**src/rtl/kmq_pkg.sv**
```systemverilog
// Package for the keyed multi-queue FIFO: sizes, operation and status codes.
// Used by every module of the block; no dependencies.
package kmq_pkg;
   localparam int NumKeys   = 256;
   localparam int PoolNodes = 1024;
   localparam int ValueBits = 32;
   localparam int KeyBits   = $clog2(NumKeys);
   localparam int NodeBits  = $clog2(PoolNodes);
   localparam int CntBits   = NodeBits + 1;
   localparam int CfgBits   = 9;

   localparam logic [1:0] KIND_PUSH = 2'd0;
   localparam logic [1:0] KIND_READ = 2'd1;
   localparam logic [1:0] KIND_POP  = 2'd2;
   localparam logic [1:0] KIND_NOP  = 2'd3;

   localparam logic [1:0] ST_OK    = 2'd0;
   localparam logic [1:0] ST_EMPTY = 2'd1;
   localparam logic [1:0] ST_RANGE = 2'd2;
   localparam logic [1:0] ST_FULL  = 2'd3;

   typedef struct packed {
      logic [1:0]           kind;
      logic                 reject;
      logic [KeyBits-1:0]   key;
      logic [ValueBits-1:0] value;
   } cmd_type;
endpackage

```
**src/rtl/kmq_front.sv**
```systemverilog
// Front end: takes request beats, checks the key against the key count,
// and holds one classified command for the back end. Depends on kmq_pkg.
module kmq_front (
   input  logic                   clock,
   input  logic                   reset,
   input  logic                   req_valid,
   output logic                   req_stall,
   input  logic [1:0]             req_kind,
   input  logic [7:0]             req_key,
   input  logic [31:0]            req_value,
   input  logic [8:0]             key_count,
   output logic                   cmd_valid,
   output kmq_pkg::cmd_type       cmd,
   input  logic                   cmd_take
);
   import kmq_pkg::*;
   logic    valid_ff, valid_in;
   cmd_type cmd_ff, cmd_in;
   logic    accept;

   assign req_stall = valid_ff && !cmd_take;
   assign accept    = req_valid && !req_stall;

   always_comb begin
      valid_in = accept || (valid_ff && !cmd_take);
      cmd_in   = cmd_ff;
      if (accept) begin
         cmd_in.kind   = req_kind;
         cmd_in.key    = req_key;
         cmd_in.value  = req_value;
         cmd_in.reject = ({1'b0, req_key} >= key_count);
      end
   end

   always_ff @(posedge clock) begin
      if (reset) valid_ff <= 1'b0;
      else valid_ff <= valid_in;
      cmd_ff <= cmd_in;
   end

   assign cmd_valid = valid_ff;
   assign cmd       = cmd_ff;
endmodule

```
**config.mk**
```make
export PLATFORM = sky130hd
export DESIGN_NAME = kmq_front
export DESIGN_NICKNAME = d
export VERILOG_FILES = /design/src/rtl/kmq_pkg.sv /design/src/rtl/kmq_front.sv
export SDC_FILE = /design/constraint.sdc
export NUM_CORES = 1
export LEC_CHECK = 0
export ABC_AREA = 1
export BUFFER_PORTS_ARGS = -buffer_cell sky130_fd_sc_hd__buf_4
export CAP_MARGIN = 20
export CELL_PAD_IN_SITES_DETAIL_PLACEMENT = 1
export CELL_PAD_IN_SITES_GLOBAL_PLACEMENT = 2
export CORE_ASPECT_RATIO = 1.4
export CORE_MARGIN = 4
export CORE_UTILIZATION = 25
export DETAILED_ROUTE_END_ITERATION = 12
export GPL_TIMING_DRIVEN = 0
export PLACE_DENSITY = 0.86
export REMOVE_ABC_BUFFERS = 1
export SLEW_MARGIN = 20
export SYNTH_ARGS = -nofsm -noshare
export SYNTH_HDL_FRONTEND = slang
export SYNTH_SLANG_ARGS = --single-unit
```
**constraint.sdc**
```tcl
create_clock -name clock -period 3.7 [get_ports clock]
set_clock_uncertainty 0.2 [all_clocks]
set_input_delay 0.185 -clock clock [delete_from_list [all_inputs] [get_ports clock]]
set_output_delay 0.185 -clock clock [all_outputs]
set_load 0.02 [all_outputs]
```
==> metrics <==
status complete, no violations; total number of vias roughly 1300; CP Capture Type flip-flop; mean area per synthesized cell 16.8 sq um; Crit Path Category in -> reg; layout cells sized above 1 0.435; Area contributors post-synth edfxtp_1 82%, ha_1 6.3%, inv_1 3.8%; HPWL Detailed 3280 um; Synth Area in Compound Gates 0.00951; measured slew at the worst slew-check pin 608 ps; Synthesis Warnings 0; Startpoint Class primary input; final WL 4780 um; largest net degree at the start of global routing 25; post-route ant nets 0; Yosys reg bits 44; Vias per Instance approximately 4.1; H-Tree Level Count 2; mux contribution to synthesized area 0; Overflow after GRT 0; n_diodes 0; Netlist cell types 10; Final Setup Violations 0; maximum vdd drop between 0.00015 and 0.0002 V; critical path, cell by cell dlygate4sd3_1 > buf_4 > ha_1 > nand2_1 > nand2_1 > nand2_1 > nand2_1 > a21oi_1 > nand2_1; Fillers 632; leading area contributor after synthesis edfxtp_1; crit path max fanout 2; placed insts roughly 270; gp weighted congestion 0.737; Hold Vio Cnt, Final 0; Design Area, Final 2970 sq um; slowest CP cell dlygate4sd3_1; largest family of logic cells by synthesized area adder cells; Tot GR Track Use 0.130; XOR/XNOR Fraction of Synth Area 0; leakage approximately 1.3 nW; area delta synth->final 88.0%; Worst Path Required 3540 ps; drt first pass iters 3; Post-Syn Instances 94; core box area 6170 sq um; initial core utilization 0.256; Num CTS Buffers 5; top-area cell type share of the netlist area 0.818; final setup TNS 0 ps; CTS max path bufs 2; first-pass GRT wire length 7360 um; worst hold path class in -> reg; Core Util, Final 0.481; Buf/Inv on CP 2; die area 7670 sq um; I/O Pins 100; Syn Std Cell Area 1580 sq um; post-cts repair resize count 0; unrepaired setup endpoints after global routing false; # DRC 0; Setup Buffers After CTS 0; PortBufs 99; cell family with most CP delay buffers and inverters; Nets ~310; Die W 75.2 um; slew margin rel. 0.594; initial antenna violation count 0; Crit path top cell by count nand2_1; Clk Latency, worst-skew pair about 280 ps; crit-path max cell delay 560 ps; Post-Synth Adder-Cell Area 0.0634; max-cap violation count 0; CP Data Arrival Time 1620 ps; post-layout min period 1770 ps; fin crit share 0.479; CTS root buf clkbuf_8; Slew Limit Fails 0; CTS tree yes; Avg WL per Cell 15.0 um; achievable clock frequency 564 MHz; sequential area share after synthesis 0.830; Rows 34; Placed Instance Area 2450 sq um; die height 102 um; Pwr Density about 360 nW/um^2; number of global-route vias before repair 1543; clock tree sinks between 40 and 50; DRT iter0 DRCs 32; Clock transition at path regs 80 ps; worst reg2reg setup slack 2000 ps; Simple-Gate Fraction of Synth Area 0.0586; Finished Layout Cells 318; Hold-fix buffers, CTS 44
-- power by group --
part | total [mW] | switching [mW] | internal [mW]
clock | 0.276 | 0.145 | 0.131
sequential | 0.590 | 0.00816 | 0.582
combinational | 0.211 | 0.0964 | 0.115
total | 1.08 | 0.249 | 0.828
-- metrics by stage --
stage / setup slack (ps) / power (mW) / hold WS, ps
final: 1930 / 1.08 / 102
after global routing: 1870 / 1.14 / 99.5
after CTS: 1960 / 1.10 / 88.6
after detailed placement: 1980 / 0.774 / 149
after global placement: 70.2 / 0.765 / 140
after floorplan: 650 / 0.669 / 54.1
-- metal layers --
layer / up-vias / share of wire / wire length (um) / GRT usage
met4: 0 / 0.018 / 85 / 0.0511
met1: 602 / 0.34 / 1600 / 0.133
met5: - / 0 / 0 / 0
met2: 79 / 0.52 / 2490 / 0.232
li1: 624 / - / - / -
met3: 6 / 0.13 / 605 / 0.0541
-- tightest hold or removal path: stages --
cell,delay (ps)
buf_4,90
nor3_1,50
nand2_1,60
nand2_1,40
-- registers in the layout (all words and copies together) (netlist names) --
name / flops
cmd: 43
cmd_valid: 1
-- placed cells by master, fill, tap and decap left out, drive strengths merged --
cell type / netlist / layout
nand3: 2 / 2
buf: 0 / 100
nor2: 5 / 5
nor3: 1 / 1
a21oi: 3 / 3
ha: 8 / 8
edfxtp: 43 / 43
clkbuf: 0 / 7
dlygate4sd3: 0 / 44
clkinv: 0 / 1
inv: 16 / 16
dfxtp: 1 / 1
nand2: 15 / 15
-- cell type report --
type	count	area [sq um]	share of cell area
Multi-Input combinational cell	34	215	0.0725
Inverter	16	60.1	0.0202
Sequential cell	44	1310	0.442
Timing Repair Buffer	144	1210	0.408
Clock inverter	1	3.75	0.00126
Tap cell	72	90.1	0.0304
Clock buffer	7	76.3	0.0257
-- logic make-up after synthesis --
| kind of cell | after synthesis |
|---|---|
| compound gates | 3 |
| fa+ha+maj | 8 |
| buf+inv | 16 |
| flops | 44 |
| simple gates | 23 |
-- synthesized netlist by cell type --
master and instances:
nor2_2 1, edfxtp_1 43, nand2_1 15, nor3_1 1
nor2_1 4, a21oi_1 3, inv_1 16, ha_1 8
dfxtp_1 1, nand3_1 2
-- path summary, 6_finish.rpt --
check | start | to | cells after the start
worst max-delay path | req_key[6] | cmd[40] | 9
worst min-delay path | key_count[8] | cmd[40] | 4
worst max register to register | cmd_valid | cmd[30] | 4
worst min register to register | cmd_valid | cmd[1] | 3
Power figures use the tool's default switching activity.
